### config.mk
export PLATFORM = sky130hd
export DESIGN_NAME = json_string_unescape_decoder
export DESIGN_NICKNAME = d
export VERILOG_FILES = /design/src/rtl/core/jsud_pkg.sv /design/src/rtl/core/jsud_apb_regs.sv /design/src/rtl/core/jsud_step.sv /design/src/rtl/core/json_string_unescape_decoder.sv
export VERILOG_INCLUDE_DIRS = /design/src /design/src/rtl/core
export SDC_FILE = /design/constraint.sdc
export NUM_CORES = 1
export LEC_CHECK = 0
export BUFFER_PORTS_ARGS = -buffer_cell sky130_fd_sc_hd__buf_2
export CAP_MARGIN = 0
export CELL_PAD_IN_SITES_DETAIL_PLACEMENT = 1
export CELL_PAD_IN_SITES_GLOBAL_PLACEMENT = 2
export CORE_MARGIN = 2
export CORE_UTILIZATION = 33
export CTS_CLUSTER_SIZE = 24
export DETAILED_ROUTE_END_ITERATION = 10
export PLACE_DENSITY = 0.86
export SKIP_CTS_REPAIR_TIMING = 1
export SLEW_MARGIN = 15
export SYNTH_ARGS = -nofsm -noshare
export SYNTH_HDL_FRONTEND = slang
export SYNTH_SLANG_ARGS = --single-unit
### constraint.sdc
create_clock -name clk -period 5.5 [get_ports clk]
set_input_delay 0.55 -clock clk [delete_from_list [all_inputs] [get_ports clk]]
set_output_delay 0.55 -clock clk [all_outputs]
set_load 0.01 [all_outputs]
### src/rtl/core/json_string_unescape_decoder_assert.svh
// ============================================================================
// JSON string unescape decoder: assertion macros
// Concurrent assertion helpers. They are empty when SYNTHESIS is defined.
// ============================================================================
`ifndef JSON_STRING_UNESCAPE_DECODER_ASSERT_SVH
`define JSON_STRING_UNESCAPE_DECODER_ASSERT_SVH

`ifndef SYNTHESIS

// The property must hold at every clock edge outside reset.
`define JSUD_ASSERT(lbl, clk_sig, rstn_sig, prop, msg) \
    lbl: assert property (@(posedge clk_sig) disable iff (!rstn_sig) (prop)) \
        else $error(msg);

// If the trigger holds, the consequence must hold in the next cycle.
`define JSUD_ASSERT_NEXT(lbl, clk_sig, rstn_sig, trig, cons, msg) \
    lbl: assert property (@(posedge clk_sig) disable iff (!rstn_sig) \
        (trig) |=> (cons)) else $error(msg);

`else

`define JSUD_ASSERT(lbl, clk_sig, rstn_sig, prop, msg)
`define JSUD_ASSERT_NEXT(lbl, clk_sig, rstn_sig, trig, cons, msg)

`endif

`endif

### src/rtl/core/jsud_pkg.sv
// ============================================================================
// JSON string unescape decoder: package
// Phase and result codes, the result word type and character helpers.
// ============================================================================
package jsud_pkg;

    localparam int unsigned CAP_W = 16;
    localparam int unsigned LEN_W = 16;
    localparam int unsigned PHASE_W = 3;

    // Decoder phases.
    localparam logic [PHASE_W-1:0] PH_WAIT   = 3'd0;
    localparam logic [PHASE_W-1:0] PH_BODY   = 3'd1;
    localparam logic [PHASE_W-1:0] PH_ESC    = 3'd2;
    localparam logic [PHASE_W-1:0] PH_USKIP1 = 3'd3;
    localparam logic [PHASE_W-1:0] PH_USKIP2 = 3'd4;
    localparam logic [PHASE_W-1:0] PH_UHIGH  = 3'd5;
    localparam logic [PHASE_W-1:0] PH_ULOW   = 3'd6;

    // Result kinds.
    localparam logic [2:0] KIND_BYTE    = 3'd0;
    localparam logic [2:0] KIND_CLOSED  = 3'd1;
    localparam logic [2:0] KIND_NOQUOTE = 3'd2;
    localparam logic [2:0] KIND_UNTERM  = 3'd3;
    localparam logic [2:0] KIND_BADESC  = 3'd4;

    // Characters.
    localparam logic [7:0] CH_QUOTE  = 8'h22;
    localparam logic [7:0] CH_BSLASH = 8'h5C;
    localparam logic [7:0] CH_SLASH  = 8'h2F;
    localparam logic [7:0] CH_U      = 8'h75;
    localparam logic [7:0] CH_B      = 8'h62;
    localparam logic [7:0] CH_F      = 8'h66;
    localparam logic [7:0] CH_N      = 8'h6E;
    localparam logic [7:0] CH_R      = 8'h72;
    localparam logic [7:0] CH_T      = 8'h74;
    localparam logic [7:0] CH_BS     = 8'h08;
    localparam logic [7:0] CH_FF     = 8'h0C;
    localparam logic [7:0] CH_LF     = 8'h0A;
    localparam logic [7:0] CH_CR     = 8'h0D;
    localparam logic [7:0] CH_TAB    = 8'h09;
    localparam logic [7:0] CH_NUL    = 8'h00;

    localparam logic [CAP_W-1:0] CAP_RESET = 16'hFFFF;

    typedef struct packed {
        logic             valid;
        logic [2:0]       kind;
        logic [7:0]       data;
        logic [LEN_W-1:0] length;
    } result_t;

    // Value of one hex digit; anything that is not a hex digit counts as zero.
    function automatic logic [3:0] hex_value(input logic [7:0] c);
        logic [3:0] v;
        v = 4'd0;
        if (c >= 8'h30 && c <= 8'h39)
            v = 4'(c - 8'h30);
        else if (c >= 8'h61 && c <= 8'h66)
            v = 4'(c - 8'h61 + 8'd10);
        else if (c >= 8'h41 && c <= 8'h46)
            v = 4'(c - 8'h41 + 8'd10);
        return v;
    endfunction

endpackage

### src/rtl/core/jsud_apb_regs.sv
// ============================================================================
// JSON string unescape decoder: configuration registers
// APB slave holding the output capacity register and the limit derived from it.
// ============================================================================
module jsud_apb_regs (
    input  logic                      clk,
    input  logic                      rst_n,
    input  logic                      psel,
    input  logic                      penable,
    input  logic                      pwrite,
    input  logic [2:0]                paddr,
    input  logic [31:0]               pwdata,
    output logic [31:0]               prdata,
    output logic                      pready,
    output logic [jsud_pkg::CAP_W-1:0] limit
);

    logic [jsud_pkg::CAP_W-1:0] capacity_reg;
    logic [jsud_pkg::CAP_W-1:0] capacity_next;
    logic                       wr_en;

    assign pready = 1'b1;
    assign wr_en  = psel && penable && pwrite && pready && (paddr[2] == 1'b0);

    always_comb
    begin
        capacity_next = capacity_reg;
        if (wr_en)
            capacity_next = pwdata[jsud_pkg::CAP_W-1:0];
    end

    always_ff @(posedge clk or negedge rst_n)
    begin
        if (!rst_n)
            capacity_reg <= jsud_pkg::CAP_RESET;
        else
            capacity_reg <= capacity_next;
    end

    assign prdata = (paddr[2] == 1'b0) ? {16'd0, capacity_reg} : 32'd0;

    // The terminator takes one place, and a capacity of zero behaves as one.
    assign limit = (capacity_reg == '0) ? '0 : capacity_reg - 1'b1;

endmodule

### src/rtl/core/jsud_step.sv
// ============================================================================
// JSON string unescape decoder: byte step
// Next phase, hex nibble, count and optional result for one source byte.
// ============================================================================
module jsud_step #(
    parameter int unsigned LENGTH_BITS = 16
) (
    input  logic [7:0]                     text_byte,
    input  logic [jsud_pkg::PHASE_W-1:0]   phase,
    input  logic [3:0]                     nibble,
    input  logic [LENGTH_BITS-1:0]         count,
    input  logic [jsud_pkg::CAP_W-1:0]     limit,
    output logic [jsud_pkg::PHASE_W-1:0]   phase_next,
    output logic [3:0]                     nibble_next,
    output logic [LENGTH_BITS-1:0]         count_next,
    output jsud_pkg::result_t              res
);

    localparam int unsigned EXT_W =
        (LENGTH_BITS > jsud_pkg::LEN_W) ? LENGTH_BITS : jsud_pkg::LEN_W;

    logic [LENGTH_BITS-1:0] count_inc;
    logic [EXT_W-1:0]       count_ext;
    logic [EXT_W-1:0]       inc_ext;
    logic [EXT_W-1:0]       limit_ext;
    logic                   full;
    logic                   emit_req;
    logic [7:0]             emit_byte;

    assign count_inc = count + 1'b1;
    assign count_ext = EXT_W'(count);
    assign inc_ext   = EXT_W'(count_inc);
    assign limit_ext = EXT_W'(limit);
    // The count itself also caps the limit when it is all ones.
    assign full      = (count_ext >= limit_ext) || (&count);

    always_comb
    begin
        phase_next  = phase;
        nibble_next = nibble;
        count_next  = count;
        res         = '0;
        emit_req    = 1'b0;
        emit_byte   = text_byte;

        if (phase == jsud_pkg::PH_WAIT)
        begin
            if (text_byte == jsud_pkg::CH_QUOTE)
            begin
                phase_next = jsud_pkg::PH_BODY;
                count_next = '0;
            end
            else
            begin
                res.valid = 1'b1;
                res.kind  = jsud_pkg::KIND_NOQUOTE;
            end
        end
        else if (text_byte == jsud_pkg::CH_NUL)
        begin
            phase_next  = jsud_pkg::PH_WAIT;
            count_next  = '0;
            nibble_next = '0;
            res.valid   = 1'b1;
            res.kind    = jsud_pkg::KIND_UNTERM;
            res.length  = count_ext[jsud_pkg::LEN_W-1:0];
        end
        else
        begin
            case (phase)
                jsud_pkg::PH_BODY:
                begin
                    if (text_byte == jsud_pkg::CH_QUOTE)
                    begin
                        phase_next  = jsud_pkg::PH_WAIT;
                        count_next  = '0;
                        nibble_next = '0;
                        res.valid   = 1'b1;
                        res.kind    = jsud_pkg::KIND_CLOSED;
                        res.length  = count_ext[jsud_pkg::LEN_W-1:0];
                    end
                    else if (text_byte == jsud_pkg::CH_BSLASH)
                        phase_next = jsud_pkg::PH_ESC;
                    else
                        emit_req = 1'b1;
                end
                jsud_pkg::PH_ESC:
                begin
                    case (text_byte)
                        jsud_pkg::CH_QUOTE,
                        jsud_pkg::CH_BSLASH,
                        jsud_pkg::CH_SLASH: emit_req = 1'b1;
                        jsud_pkg::CH_B:
                        begin
                            emit_req  = 1'b1;
                            emit_byte = jsud_pkg::CH_BS;
                        end
                        jsud_pkg::CH_F:
                        begin
                            emit_req  = 1'b1;
                            emit_byte = jsud_pkg::CH_FF;
                        end
                        jsud_pkg::CH_N:
                        begin
                            emit_req  = 1'b1;
                            emit_byte = jsud_pkg::CH_LF;
                        end
                        jsud_pkg::CH_R:
                        begin
                            emit_req  = 1'b1;
                            emit_byte = jsud_pkg::CH_CR;
                        end
                        jsud_pkg::CH_T:
                        begin
                            emit_req  = 1'b1;
                            emit_byte = jsud_pkg::CH_TAB;
                        end
                        jsud_pkg::CH_U: phase_next = jsud_pkg::PH_USKIP1;
                        default:
                        begin
                            phase_next = jsud_pkg::PH_BODY;
                            res.valid  = 1'b1;
                            res.kind   = jsud_pkg::KIND_BADESC;
                            res.length = count_ext[jsud_pkg::LEN_W-1:0];
                        end
                    endcase
                end
                jsud_pkg::PH_USKIP1: phase_next = jsud_pkg::PH_USKIP2;
                jsud_pkg::PH_USKIP2: phase_next = jsud_pkg::PH_UHIGH;
                jsud_pkg::PH_UHIGH:
                begin
                    nibble_next = jsud_pkg::hex_value(text_byte);
                    phase_next  = jsud_pkg::PH_ULOW;
                end
                jsud_pkg::PH_ULOW:
                begin
                    emit_req  = 1'b1;
                    emit_byte = {nibble, jsud_pkg::hex_value(text_byte)};
                end
                default:
                begin
                    phase_next = jsud_pkg::PH_WAIT;
                    count_next = '0;
                end
            endcase
        end

        // Past the limit a decoded byte is dropped without a result.
        if (emit_req)
        begin
            phase_next = jsud_pkg::PH_BODY;
            if (!full)
            begin
                count_next = count_inc;
                res.valid  = 1'b1;
                res.kind   = jsud_pkg::KIND_BYTE;
                res.data   = emit_byte;
                res.length = inc_ext[jsud_pkg::LEN_W-1:0];
            end
        end
    end

endmodule

### src/rtl/core/json_string_unescape_decoder.sv
// ============================================================================
// JSON string unescape decoder: top level
// Decodes a quoted JSON string arriving one source byte per word.
// ============================================================================
// Source bytes enter on the s_axis channel, one byte per word. Results leave
// on the m_axis channel: a decoded byte with the running length, or a status
// word (string closed with its length, missing opening quote, unterminated
// string, bad escape). Bytes that open a string or form part of an escape,
// and bytes beyond the output limit, give no result word.
// The APB port holds output_capacity at address 0; write it only while the
// decoder is idle.
// Each byte is captured in an input register, decoded by one pass of shallow
// logic and, where it gives a result, placed in the output register, from
// which it is shown on m_axis. One byte per cycle is sustained while the
// receiver takes each result. A held result stops the input register, so while
// the receiver stalls only one more byte is taken, into an empty input
// register; when both registers are full, s_axis_tready drops.
// Reset empties both registers, sets output_capacity to 65535 and returns the
// decoder to waiting for an opening quote.
module json_string_unescape_decoder #(
    parameter int unsigned LENGTH_BITS = 16
) (
    input  logic        clk,
    input  logic        rst_n,
    input  logic        s_axis_tvalid,
    output logic        s_axis_tready,
    input  logic [7:0]  s_axis_tdata,   // [7:0] text_byte
    output logic        m_axis_tvalid,
    input  logic        m_axis_tready,
    output logic [23:0] m_axis_tdata,   // [7:0] decoded_byte, [23:8] decoded_length
    output logic [2:0]  m_axis_tuser,   // [2:0] result_kind
    input  logic        psel,
    input  logic        penable,
    input  logic        pwrite,
    input  logic [2:0]  paddr,
    input  logic [31:0] pwdata,
    output logic [31:0] prdata,
    output logic        pready
);

    `include "json_string_unescape_decoder_assert.svh"

    logic [jsud_pkg::CAP_W-1:0]   limit;

    logic                         in_valid_reg;
    logic                         in_valid_next;
    logic [7:0]                   in_byte_reg;
    logic [7:0]                   in_byte_next;

    logic [jsud_pkg::PHASE_W-1:0] phase_reg;
    logic [jsud_pkg::PHASE_W-1:0] phase_next;
    logic [3:0]                   nibble_reg;
    logic [3:0]                   nibble_next;
    logic [LENGTH_BITS-1:0]       count_reg;
    logic [LENGTH_BITS-1:0]       count_next;

    logic                         out_valid_reg;
    logic                         out_valid_next;
    jsud_pkg::result_t            out_reg;
    jsud_pkg::result_t            out_next;

    logic [jsud_pkg::PHASE_W-1:0] step_phase;
    logic [3:0]                   step_nibble;
    logic [LENGTH_BITS-1:0]       step_count;
    jsud_pkg::result_t            step_res;

    logic                         out_free;
    logic                         advance;
    logic                         accept;

    jsud_apb_regs u_regs (
        .clk     (clk),
        .rst_n   (rst_n),
        .psel    (psel),
        .penable (penable),
        .pwrite  (pwrite),
        .paddr   (paddr),
        .pwdata  (pwdata),
        .prdata  (prdata),
        .pready  (pready),
        .limit   (limit)
    );

    jsud_step #(
        .LENGTH_BITS (LENGTH_BITS)
    ) u_step (
        .text_byte   (in_byte_reg),
        .phase       (phase_reg),
        .nibble      (nibble_reg),
        .count       (count_reg),
        .limit       (limit),
        .phase_next  (step_phase),
        .nibble_next (step_nibble),
        .count_next  (step_count),
        .res         (step_res)
    );

    assign out_free      = !out_valid_reg || m_axis_tready;
    assign advance       = in_valid_reg && out_free;
    assign s_axis_tready = !in_valid_reg || out_free;
    assign accept        = s_axis_tvalid && s_axis_tready;

    always_comb
    begin
        in_valid_next  = in_valid_reg;
        in_byte_next   = in_byte_reg;
        phase_next     = phase_reg;
        nibble_next    = nibble_reg;
        count_next     = count_reg;
        out_valid_next = out_valid_reg;
        out_next       = out_reg;

        if (out_valid_reg && m_axis_tready)
            out_valid_next = 1'b0;

        if (advance)
        begin
            in_valid_next = 1'b0;
            phase_next    = step_phase;
            nibble_next   = step_nibble;
            count_next    = step_count;
            if (step_res.valid)
            begin
                out_valid_next = 1'b1;
                out_next       = step_res;
            end
        end

        if (accept)
        begin
            in_valid_next = 1'b1;
            in_byte_next  = s_axis_tdata;
        end
    end

    always_ff @(posedge clk or negedge rst_n)
    begin
        if (!rst_n)
        begin
            in_valid_reg  <= 1'b0;
            out_valid_reg <= 1'b0;
            phase_reg     <= jsud_pkg::PH_WAIT;
            nibble_reg    <= '0;
            count_reg     <= '0;
        end
        else
        begin
            in_valid_reg  <= in_valid_next;
            out_valid_reg <= out_valid_next;
            phase_reg     <= phase_next;
            nibble_reg    <= nibble_next;
            count_reg     <= count_next;
        end
    end

    always_ff @(posedge clk)
    begin
        in_byte_reg <= in_byte_next;
        out_reg     <= out_next;
    end

    assign m_axis_tvalid = out_valid_reg;
    assign m_axis_tdata  = {out_reg.length, out_reg.data};
    assign m_axis_tuser  = out_reg.kind;

    // A string that closes or breaks off leaves the decoder waiting with a clear count.
    `JSUD_ASSERT_NEXT(a_end_clears, clk, rst_n,
        advance && step_res.valid &&
        (step_res.kind == jsud_pkg::KIND_CLOSED || step_res.kind == jsud_pkg::KIND_UNTERM),
        phase_reg == jsud_pkg::PH_WAIT && count_reg == '0,
        "decoder not back to waiting after end of string")

    // A decoded byte always carries a length of at least one.
    `JSUD_ASSERT(a_byte_len, clk, rst_n,
        !(out_valid_reg && out_reg.kind == jsud_pkg::KIND_BYTE) || out_reg.length != '0,
        "decoded byte reported with zero length")

    // Status words carry no character.
    `JSUD_ASSERT(a_status_data, clk, rst_n,
        !(out_valid_reg && out_reg.kind != jsud_pkg::KIND_BYTE) || out_reg.data == 8'd0,
        "status word carries a character")

    // The input side only stalls when both registers are full and the output is held.
    `JSUD_ASSERT(a_stall_cause, clk, rst_n,
        s_axis_tready || (in_valid_reg && out_valid_reg && !m_axis_tready),
        "input stalled without a full pipeline")

endmodule
==> out/metrics.cfg <==
[outcome]
outcome=complete, no violations

[cts]
cts_tree=done
clockBufferDepth=2
clock_latency_ns=0.35
cts_root_buf=clkbuf_16
clk_pin_slew_worst_paths_ns=0.06
cts_inserted_buffers=9
htreeDepth=3
cts.sinks=76

[detailed_routing]
first_pass_iters=4
via_count=4278
drc=0
antenna_left=0
drtIter0Drc=208
wl_um=13570
viasPerCell=5.301
wl_per_cell_um=16.82

[sta]
finalClockSkew_ns=0.007422
layout_setup_ws_ns=0.6854
max_slew_margin=0.3363
setup_tns_ns=0
rsz0062_at_grt=false
hold_violations=0
max_freq_ghz=0.2077
period_share=0.8754
layout_min_cycle_time_ns=4.815
slew_violations=0
tightest_slew_ns=0.9956
setup_viol=0

[yosys]
synth_area_um2=5007
synth_cells=553
netlist.area_leader.share=0.2099
synthArstFlopShare=0.5395
ys_seq_area_frac=0.4188
synth_top_family_by_area=simple AND/OR/NAND/NOR gates
avgSynthCellArea_um2=9.055
ys_types=58
synth_xor_area_frac=0.01749
ys_top_cells_by_area=edfxtp_1 (21%), dfrtp_1 (12%), dfstp_2 (8.4%), ha_1 (6.0%), nand2_1 (4.7%)
yosys.area.top_type=edfxtp_1
synthAdderAreaFrac=0.06197
synth_compound_area_frac=0.1647
synth_warnings=0
synth_mux_area_frac=0.03998
synth_edf_count=35
ys_ff_latch=76
ys.flop_type=edfxtp_1
yosys.area_share.simple=0.2309

[final_layout]
largest_reg_flops=24
antenna-diode-count=0
most-common-layout-cells=buf_2 (76), nand2_1 (63), nor2_1 (44), edfxtp_1 (35), nand3_1 (29)
drive_above_1_share=0.2149
nFillCells=1758
layout.nets=688
area_growth_pct=15.32
final_common_cell=buf_2

[critical_path]
r2r_cells=14
startpoint=u_regs.capacity_reg[9]
cpMaxStageDelayCell=or4_1
reg2reg_slack_ns=0.69
cp_slowest_stage_delay_ns=0.60
cp.arrival_ns=4.97
worstSetupEndpointType=flip-flop
crit_path_start_kind=flip-flop
cp_cell_sequence=or4_1, or3_1, nor4_1, nand2_1, nand2b_1, ha_1, o211ai_1, a21oi_1, o41ai_1, a31oi_1, nor2_1, buf_4, nand2_1, o211ai_1
crit_fanout=23
crit_end=m_axis_tdata[22]
required_ns=5.65
regToRegEndpoint=m_axis_tdata[22]
worstReg2RegStart=u_regs.capacity_reg[9]
setup.worst_path.class=reg2reg

[grt]
grt_usage=0.1733
grt_overflow=0
grt_max_degree=42
grt_pass1_vias=4308
grt_pass1_wl_um=22270
antenna_found_initial=0

[die]
num_rows=45
initial_core_util=0.3331
die-area_um2=16170
core_um2=15030
dieWidth_um=127.2
io_pins=112
die_y_um=127.2

[power_and_ir_drop]
p_leak_nw=2.514
powerDensity_nw_per_um2=310.4
p_total_mw=1.792
vdd_ir_drop_max_mv=0.1434

[min_path]
hold_path_class=in2async

[placement]
port_buffers=76
globalplace.congestion=0.8177
dp_hpwl_um=9907
pre_cts_slack_ns=0.7274

[run]
maxCapViolations=0

==> worst max-delay path: cells and delay by family (launching register included) <==
| family | cells | cell delay, ns |
|---|---|---|
| compound gates | 5 | 1.13 |
| simple gates | 7 | 2.59 |
| fa+ha+maj | 1 | 0.23 |
| buf+inv | 1 | 0.29 |
| flops | 1 | 0.38 |
==> cell usage after synthesis (all sizes together) (4+ instances only) <==
cell type	instances
inv	19
nand2	63
a211o	8
nor2b	19
or3	4
nor3	14
a21oi	26
buf	26
dfrtp	25
a21o	10
mux2	16
nand2b	7
clkbuf	20
nor2	45
dfstp	16
a31oi	23
ha	24
o22ai	4
and3	11
and2	6
a22oi	5
nand3	29
o211ai	7
nand4	9
xor2	9
edfxtp	35
o21ai	27
==> report_power, final <==
| part | switching [mW] | internal (mW) | leakage (nW) |
|---|---|---|---|
| logic | 0.229 | 0.161 | 1.52 |
| registers | 0.0744 | 0.699 | 0.840 |
| clock network | 0.234 | 0.395 | 0.151 |
==> through the flow <==
step	utilization	hold slack (ns)	cells	area, µm²
floorplan	-	0.2544	568	5064
global placement	0.3636	0.4702	791	5466
detailed placement	0.3636	0.4796	791	5466
CTS	0.3841	0.3740	807	5774
global route	0.3841	0.3799	807	5774
finish	0.3841	0.3730	807	5774
==> worst min-delay path by stage <==
stage	start	endpoint	slack, ns	cells after the start
global placement	nibble_reg[0]	nibble_reg[0]	0.47	2
detailed placement	nibble_reg[3]	nibble_reg[3]	0.48	2
finish	rst_n	count_reg[7]	0.37	1
floorplan	rst_n	count_reg[0]	0.25	0
global route	s_axis_tdata[0]	in_byte_reg[0]	0.38	1
CTS	s_axis_tdata[6]	in_byte_reg[6]	0.37	1
==> logic make-up (layout without fill, tap and decap cells) <==
family	after synthesis	in the layout
AND/OR/NAND/NOR	229	229
AO/OA/AOI/OAI	128	128
flip-flops	76	76
buffers and inverters	65	116
adder cells (fa/ha/maj)	25	25
multiplexers	18	18
XOR/XNOR	10	10
other	2	17
==> routing by layer <==
layer  wire length (µm)  part of all wire  global-route usage  vias up
met3                499             0.037             0.02764       14
met1               6651              0.49              0.2416     2063
li1                   -                 -                   -     2104
met4                216             0.016             0.05818        0
met5                  0                 0                   0        -
met2               6205              0.46              0.2761       97
==> area by class of cell <==
class / count / area, µm² / share of cell area
Clock buffer: 11 / 232.7 / 0.04030
Tap cell: 188 / 235.2 / 0.04074
Multi-Input combinational cell: 427 / 2645 / 0.4581
Sequential cell: 76 / 2097 / 0.3632
Inverter: 19 / 71.32 / 0.01235
Timing Repair Buffer: 81 / 417.9 / 0.07237
Clock inverter: 5 / 75.07 / 0.01300
No activity file was read; power rests on OpenSTA's default activity.
